$ cat src/rtl/lba_pkg.sv
// Shared types, constants and helper functions for the label bitmap allocator.
`default_nettype none

package lba_pkg;

   // Bitmap geometry.
   localparam int NUM_BUCKETS     = 1024;
   localparam int BITS_PER_BUCKET = 8;
   localparam int NUM_LABELS      = NUM_BUCKETS * BITS_PER_BUCKET;
   localparam int BKT_AW          = $clog2(NUM_BUCKETS);
   localparam int BIT_AW          = $clog2(BITS_PER_BUCKET);
   localparam int OFS_W           = BKT_AW + BIT_AW;

   // Field widths.
   localparam int LABEL_W = 20;
   localparam int COUNT_W = 14;

   localparam logic [LABEL_W-1:0] RESERVED_TOP = LABEL_W'(16);
   localparam logic [LABEL_W-1:0] BASE_RESET   = LABEL_W'(17);
   localparam logic [COUNT_W-1:0] COUNT_RESET  = COUNT_W'(NUM_LABELS);
   localparam logic [BKT_AW-1:0]  LAST_BKT     = BKT_AW'(NUM_BUCKETS - 1);
   localparam logic [BITS_PER_BUCKET-1:0] BKT_FULL = '1;

   // Operation codes carried on the request channel.
   typedef enum logic {
      MODE_ALLOC = 1'b0,
      MODE_FREE  = 1'b1
   } lba_mode_type;

   // Result status codes.
   typedef enum logic [1:0] {
      STAT_OK    = 2'd0,
      STAT_FULL  = 2'd1,
      STAT_RANGE = 2'd2,
      STAT_FREE  = 2'd3
   } lba_status_type;

   // Controller states.
   typedef enum logic [2:0] {
      ST_CLEAR,
      ST_IDLE,
      ST_ISSUE,
      ST_EVAL,
      ST_DONE
   } lba_state_type;

   // Bitmap memory access request from the controller.
   typedef struct packed {
      logic                       rd_en;
      logic [BKT_AW-1:0]          rd_addr;
      logic                       wr_en;
      logic [BKT_AW-1:0]          wr_addr;
      logic [BITS_PER_BUCKET-1:0] wr_data;
   } lba_mem_req_type;

   // One finished result.
   typedef struct packed {
      logic [LABEL_W-1:0] label_out;
      lba_status_type     status;
      logic [COUNT_W-1:0] free_count;
   } lba_result_type;

   // Index of the lowest clear bit of a bucket (top bit if all set).
   function automatic logic [BIT_AW-1:0] lowest_clear(input logic [BITS_PER_BUCKET-1:0] v);
      logic [BIT_AW-1:0] idx;
      idx = BIT_AW'(BITS_PER_BUCKET - 1);
      for (int i = BITS_PER_BUCKET - 1; i >= 0; i--) begin
         if (!v[i]) begin
            idx = BIT_AW'(i);
         end
      end
      return idx;
   endfunction

endpackage

`default_nettype wire

$ cat src/rtl/lba_ctrl.sv
// Sequencer: clears the bitmap, scans for free labels, and handles frees.
`default_nettype none

module lba_ctrl (
   input  wire logic                                clock,
   input  wire logic                                reset,
   input  wire logic                                req_valid,
   output logic                                     req_ready,
   input  wire lba_pkg::lba_mode_type               req_mode,
   input  wire logic [lba_pkg::LABEL_W-1:0]         req_label,
   input  wire logic [lba_pkg::LABEL_W-1:0]         label_base,
   output lba_pkg::lba_mem_req_type                 mem_req,
   input  wire logic [lba_pkg::BITS_PER_BUCKET-1:0] rd_data,
   output logic                                     res_valid,
   input  wire logic                                res_ready,
   output lba_pkg::lba_result_type                  result
);
   import lba_pkg::*;

   lba_state_type             state_ff, state_in;
   logic [BKT_AW-1:0]         clr_addr_ff, clr_addr_in;
   lba_mode_type              mode_ff, mode_in;
   logic [LABEL_W-1:0]        label_ff, label_in;
   logic [BKT_AW-1:0]         bucket_ff, bucket_in;
   logic [BIT_AW-1:0]         bit_ff, bit_in;
   logic [BKT_AW-1:0]         scan_cnt_ff, scan_cnt_in;
   logic [BKT_AW-1:0]         scan_start_ff, scan_start_in;
   logic [COUNT_W-1:0]        count_ff, count_in;
   logic [LABEL_W-1:0]        res_label_ff, res_label_in;
   lba_status_type            res_status_ff, res_status_in;

   logic [LABEL_W-1:0]        offset;
   logic                      range_bad;
   logic                      bkt_full;
   logic                      scan_last;
   logic [BIT_AW-1:0]         clear_idx;
   logic                      bit_set;

   // Offset of a freed label within the managed range, modulo 2^20.
   assign offset    = label_ff - label_base - LABEL_W'(1);
   assign range_bad = (label_ff <= RESERVED_TOP) || (offset[LABEL_W-1:OFS_W] != '0);
   assign bkt_full  = (rd_data == BKT_FULL);
   assign scan_last = (scan_cnt_ff == LAST_BKT);
   assign clear_idx = lowest_clear(rd_data);
   assign bit_set   = rd_data[bit_ff];

   // Next state.
   always_comb begin
      state_in = state_ff;
      unique case (state_ff)
         ST_CLEAR: begin
            if (clr_addr_ff == LAST_BKT) begin
               state_in = ST_IDLE;
            end
         end
         ST_IDLE: begin
            if (req_valid) begin
               state_in = ST_ISSUE;
            end
         end
         ST_ISSUE: begin
            if (mode_ff == MODE_ALLOC) begin
               state_in = (count_ff == '0) ? ST_DONE : ST_EVAL;
            end else begin
               state_in = range_bad ? ST_DONE : ST_EVAL;
            end
         end
         ST_EVAL: begin
            if (mode_ff == MODE_ALLOC && bkt_full && !scan_last) begin
               state_in = ST_EVAL;
            end else begin
               state_in = ST_DONE;
            end
         end
         ST_DONE: begin
            if (res_ready) begin
               state_in = ST_IDLE;
            end
         end
         default: state_in = ST_CLEAR;
      endcase
   end

   // Outputs: handshakes and memory accesses.
   always_comb begin
      req_ready       = 1'b0;
      res_valid       = 1'b0;
      mem_req.rd_en   = 1'b0;
      mem_req.rd_addr = bucket_ff;
      mem_req.wr_en   = 1'b0;
      mem_req.wr_addr = bucket_ff;
      mem_req.wr_data = rd_data;
      unique case (state_ff)
         ST_CLEAR: begin
            mem_req.wr_en   = 1'b1;
            mem_req.wr_addr = clr_addr_ff;
            mem_req.wr_data = '0;
         end
         ST_IDLE: begin
            req_ready = 1'b1;
         end
         ST_ISSUE: begin
            mem_req.rd_en   = 1'b1;
            mem_req.rd_addr = (mode_ff == MODE_ALLOC) ? scan_start_ff
                                                      : offset[OFS_W-1:BIT_AW];
         end
         ST_EVAL: begin
            if (mode_ff == MODE_ALLOC) begin
               if (!bkt_full) begin
                  mem_req.wr_en   = 1'b1;
                  mem_req.wr_data = rd_data | (BITS_PER_BUCKET'(1) << clear_idx);
               end else if (!scan_last) begin
                  mem_req.rd_en   = 1'b1;
                  mem_req.rd_addr = bucket_ff + BKT_AW'(1);
               end
            end else if (bit_set) begin
               mem_req.wr_en   = 1'b1;
               mem_req.wr_data = rd_data & ~(BITS_PER_BUCKET'(1) << bit_ff);
            end
         end
         ST_DONE: begin
            res_valid = 1'b1;
         end
         default: ;
      endcase
   end

   // Datapath next values.
   always_comb begin
      clr_addr_in   = clr_addr_ff;
      mode_in       = mode_ff;
      label_in      = label_ff;
      bucket_in     = bucket_ff;
      bit_in        = bit_ff;
      scan_cnt_in   = scan_cnt_ff;
      scan_start_in = scan_start_ff;
      count_in      = count_ff;
      res_label_in  = res_label_ff;
      res_status_in = res_status_ff;
      case (state_ff)
         ST_CLEAR: begin
            clr_addr_in = clr_addr_ff + BKT_AW'(1);
         end
         ST_IDLE: begin
            if (req_valid) begin
               mode_in  = req_mode;
               label_in = req_label;
            end
         end
         ST_ISSUE: begin
            res_label_in = '0;
            scan_cnt_in  = '0;
            if (mode_ff == MODE_ALLOC) begin
               bucket_in     = scan_start_ff;
               res_status_in = STAT_FULL;
            end else begin
               bucket_in     = offset[OFS_W-1:BIT_AW];
               bit_in        = offset[BIT_AW-1:0];
               res_status_in = STAT_RANGE;
            end
         end
         ST_EVAL: begin
            if (mode_ff == MODE_ALLOC) begin
               if (!bkt_full) begin
                  count_in      = count_ff - COUNT_W'(1);
                  scan_start_in = scan_start_ff + BKT_AW'(1);
                  res_status_in = STAT_OK;
                  res_label_in  = label_base + LABEL_W'({bucket_ff, clear_idx})
                                  + LABEL_W'(1);
               end else begin
                  bucket_in     = bucket_ff + BKT_AW'(1);
                  scan_cnt_in   = scan_cnt_ff + BKT_AW'(1);
                  res_status_in = STAT_FULL;
               end
            end else if (bit_set) begin
               count_in      = count_ff + COUNT_W'(1);
               res_status_in = STAT_OK;
            end else begin
               res_status_in = STAT_FREE;
            end
         end
         default: ;
      endcase
   end

   always_ff @(posedge clock) begin
      if (reset) begin
         state_ff      <= ST_CLEAR;
         clr_addr_ff   <= '0;
         scan_start_ff <= '0;
         count_ff      <= COUNT_RESET;
      end else begin
         state_ff      <= state_in;
         clr_addr_ff   <= clr_addr_in;
         scan_start_ff <= scan_start_in;
         count_ff      <= count_in;
      end
   end

   always_ff @(posedge clock) begin
      mode_ff       <= mode_in;
      label_ff      <= label_in;
      bucket_ff     <= bucket_in;
      bit_ff        <= bit_in;
      scan_cnt_ff   <= scan_cnt_in;
      res_label_ff  <= res_label_in;
      res_status_ff <= res_status_in;
   end

   assign result.label_out  = res_label_ff;
   assign result.status     = res_status_ff;
   assign result.free_count = count_ff;

   // The free count can never exceed the number of managed labels.
   a_count_bound: assert property (@(posedge clock) disable iff (reset)
      count_ff <= COUNT_RESET)
      else $error("free count above label total");

   // Only one memory access per cycle: reads and writes never overlap.
   a_one_access: assert property (@(posedge clock) disable iff (reset)
      !(mem_req.rd_en && mem_req.wr_en))
      else $error("read and write in the same cycle");

   // No bitmap update while waiting for a request or a result slot.
   a_no_idle_write: assert property (@(posedge clock) disable iff (reset)
      (state_ff == ST_IDLE || state_ff == ST_DONE) |-> !mem_req.wr_en)
      else $error("bitmap written outside an operation");

   // A successful allocation consumes exactly one free label.
   a_alloc_count: assert property (@(posedge clock) disable iff (reset)
      (state_ff == ST_EVAL && mode_ff == MODE_ALLOC && !bkt_full)
      |=> (count_ff == $past(count_ff) - COUNT_W'(1)))
      else $error("allocation did not decrement free count");

   // An accepted request always moves on to the read issue step.
   a_accept_issue: assert property (@(posedge clock) disable iff (reset)
      (req_valid && req_ready) |=> (state_ff == ST_ISSUE))
      else $error("accepted request not issued");

endmodule

`default_nettype wire

$ cat config.mk
export PLATFORM = sky130hd
export DESIGN_NAME = lba_ctrl
export DESIGN_NICKNAME = d
export VERILOG_FILES = /design/src/rtl/lba_pkg.sv /design/src/rtl/lba_ctrl.sv
export SDC_FILE = /design/constraint.sdc
export NUM_CORES = 1
export LEC_CHECK = 0
export BUFFER_PORTS_ARGS = -buffer_cell sky130_fd_sc_hd__buf_2
export CAP_MARGIN = 15
export CORE_MARGIN = 5
export CORE_UTILIZATION = 45
export CTS_BUF_LIST = sky130_fd_sc_hd__clkbuf_16
export DETAILED_ROUTE_END_ITERATION = 7
export MAX_ROUTING_LAYER = met4
export PLACE_DENSITY = 0.71
export SYNTH_ARGS = -nofsm -noshare
export SYNTH_HDL_FRONTEND = slang
export SYNTH_SLANG_ARGS = --single-unit
$ cat constraint.sdc
create_clock -name clock -period 8.4 [get_ports clock]
set_input_delay 1.68 -clock clock [delete_from_list [all_inputs] [get_ports clock]]
set_output_delay 1.68 -clock clock [all_outputs]
set_load 0.005 [all_outputs]
==> reports/summary.txt <==
fin crit share: 0.713
clock slew at reported path FFs: 0.07 ns
port bufs: 120
crit-path leading delay family: compound AO/OA/AOI/OAI gates
area leader, netlist: edfxtp_1
Initial Utilization: 0.462
largest net degree at the start of global routing: 40
clk_skew: 0.00649 ns
slowest library cell on the worst path: fa_1
ys flop type: edfxtp_1
vias in the first global route: 6203
Worst Max-Slew Pin Slew: 1.11 ns
leak pwr: 3.52 nW
Yosys top cell area share: 0.269
Tot Pwr: 1.06 mW
I/O Pins: 121
core area: 15900 um2
root buf cell: clkbuf_16
Crit Path Class: input port to output pin
TritonCTS clock tree: built
fmax: 167 MHz
fillcell total: 1537
Syn Nets: 933
Max Cap Violations: 0
worst path cell trace: buf_2, inv_1, ha_1, inv_1, fa_1, nand2b_1, a21oi_1, o21ai_1, o21ai_0, a21o_1, nor4b_1, a211oi_1, o22ai_1, buf_2
Avg WL per Cell: 16.9 um
Post-Syn Instances: 829
Area Growth Syn to Fin: 14.5%
Startpoint Class: input port
Vias: 6570
Avg Cell Area, Syn: 8.88 um2
peak supply drop: 0.0863 mV
CP Capture Type: output pin
die span in x: 138 um
fin cells: 1156
row count: 46
hold-fix buffers at CTS: 0
vias per cell: 5.68
gr usage total: 0.215
Post-DRT Antenna Nets: 0
relative slew slack: 0.261
RSZ-0062 raised after global routing: no
WP buf/inv: 4
final wirelength: 19500 um
placed cells: 1138
register area share after synthesis: 0.370
initial antenna violation count: 1
htree depth: 3
share of layout cells above drive strength 1: 0.182
number of library cell types mapped by synthesis: 73
Hold Path Class: register to register
Die ar.: 19000 um2
Max Slew Vio Count: 0
worst skew pair latency: 0.36 ns
nets: 1038
arrival time at the worst endpoint: 4.31 ns
Setup TNS: 0 ns
drt pass-1 iters: 6
Pwr Density: 125 nW/um2
outcome: complete, no violations
#FFs+latches synth: 103
Tmin final: 5.99 ns
detailed router's first-iteration violation count: 439
Post-Synthesis Cell Area: 7360 um2
GP Congestion: 0.911
post-DP HPWL: 14500 um
CP max FO: 3
CP max stage delay: 0.39 ns
Ys Warns: 0
DRC: 0
Post-synth EDFFs: 66
Die Ht: 138 um
Critical Path RT: 6.72 ns
ranking of synthesized cells by area: edfxtp_1 (27%), dfxtp_1 (10%), ha_1 (8.2%)
sinks on the clock net: 103
final setup fails: 0
clk buf depth: 2
total CTS buffers: 9
Setup Fix Bufs, Post-CTS: 0
asr flop ratio synth: 0
first-pass GRT wire length: 31300 um
grt ovf: 0
final number of hold-violating endpoints: 0
cts repair resizes: 0
## worst paths after layout
check,end,startpoint,depth (start not counted),slack (ns)
max,mem_req[28],label_base[0],14,2.41
min,clr_addr_ff[7],clr_addr_ff[7],2,0.50
max reg2reg,count_ff[13],mode_ff,11,4.73
min reg2reg,clr_addr_ff[7],clr_addr_ff[7],2,0.50
## worst reg2reg max path: cells and delay by family (launching register included)
| kind | cells | cell delay, ns |
|---|---|---|
| AO/OA/AOI/OAI | 4 | 0.93 |
| buffers and inverters | 2 | 0.92 |
| adder cells (fa/ha/maj) | 1 | 0.56 |
| AND/OR/NAND/NOR | 3 | 0.51 |
| flip-flops | 1 | 0.33 |
| multiplexers | 1 | 0.32 |
## state kept, by name (all words and copies together) (netlist names), 3 cells and up
| name | flops |
|---|---|
| bit_ff | 3 |
| bucket_ff | 10 |
| clr_addr_ff | 10 |
| count_ff | 14 |
| label_ff | 20 |
| res_label_ff | 20 |
| scan_cnt_ff | 10 |
| scan_start_ff | 10 |
| state_ff | 3 |
## final cells by class
class / count / area [um2] / share of cell area
clock buffers: 10 / 250 / 0.0297
well taps: 216 / 270 / 0.0321
diodes: 1 / 2.50 / 0.000297
clock inverters: 6 / 33.8 / 0.00401
inverters: 43 / 161 / 0.0192
flip-flops and latches: 103 / 2720 / 0.323
repair buffers: 126 / 653 / 0.0775
multi-input cells: 651 / 4330 / 0.514
## metal layers
metal  global-route usage  share of wire
met1                0.280           0.44
met2                0.346           0.47
met3               0.0370          0.067
met4               0.0648          0.018
met5                    -              0
## cell usage in the layout (no fill, tap or decap), drive strengths merged, types with 27 or more instances in the layout
cell,n
nand2,74
xnor2,33
ha,48
o21ai,40
nor2,99
edfxtp,66
inv,46
a21oi,55
buf,126
dfxtp,37
xor2,31
nor3,27
## synth_stat cells, drive strengths merged, types with 14 or more instances
master / n
inv: 43
xnor2: 33
nand2: 74
nor2: 99
a21oi: 55
xor2: 31
nor3: 27
clkbuf: 19
nand3: 21
mux2i: 18
o21ai: 40
a21o: 14
edfxtp: 66
ha: 48
or3: 14
and3: 20
dfxtp: 37
nand4: 15
## through the flow
stage                util  instance area [um2]  setup slack [ns]  hold WS [ns]
global route        0.529                 8430              2.11         0.538
global placement    0.510                 8130              2.50         0.475
CTS                 0.527                 8410              2.43         0.498
finish              0.529                 8430              2.41         0.496
detailed placement  0.510                 8130              2.45         0.488
floorplan               -                 7360              3.05         0.458
## where the power goes
part           switching (mW)  total [mW]  internal, mW
combinational          0.0586       0.104        0.0450
clock                   0.199       0.416         0.217
sequential            0.00206       0.538         0.536
## kinds of logic (layout without fill, tap and decap cells)
kind of cell	count (synthesis)	count (layout)	synth area share
and+or+nand+nor	316	316	0.209
AOI/OAI and AO/OA	195	195	0.175
other	0	1	0
buffers and inverters	75	185	0.0415
xor gates and xnor gates	64	64	0.0762
muxes	25	25	0.0388
adders and majority gates	51	51	0.0898
DFF	103	103	0.370
Power figures use the tool's default switching activity.
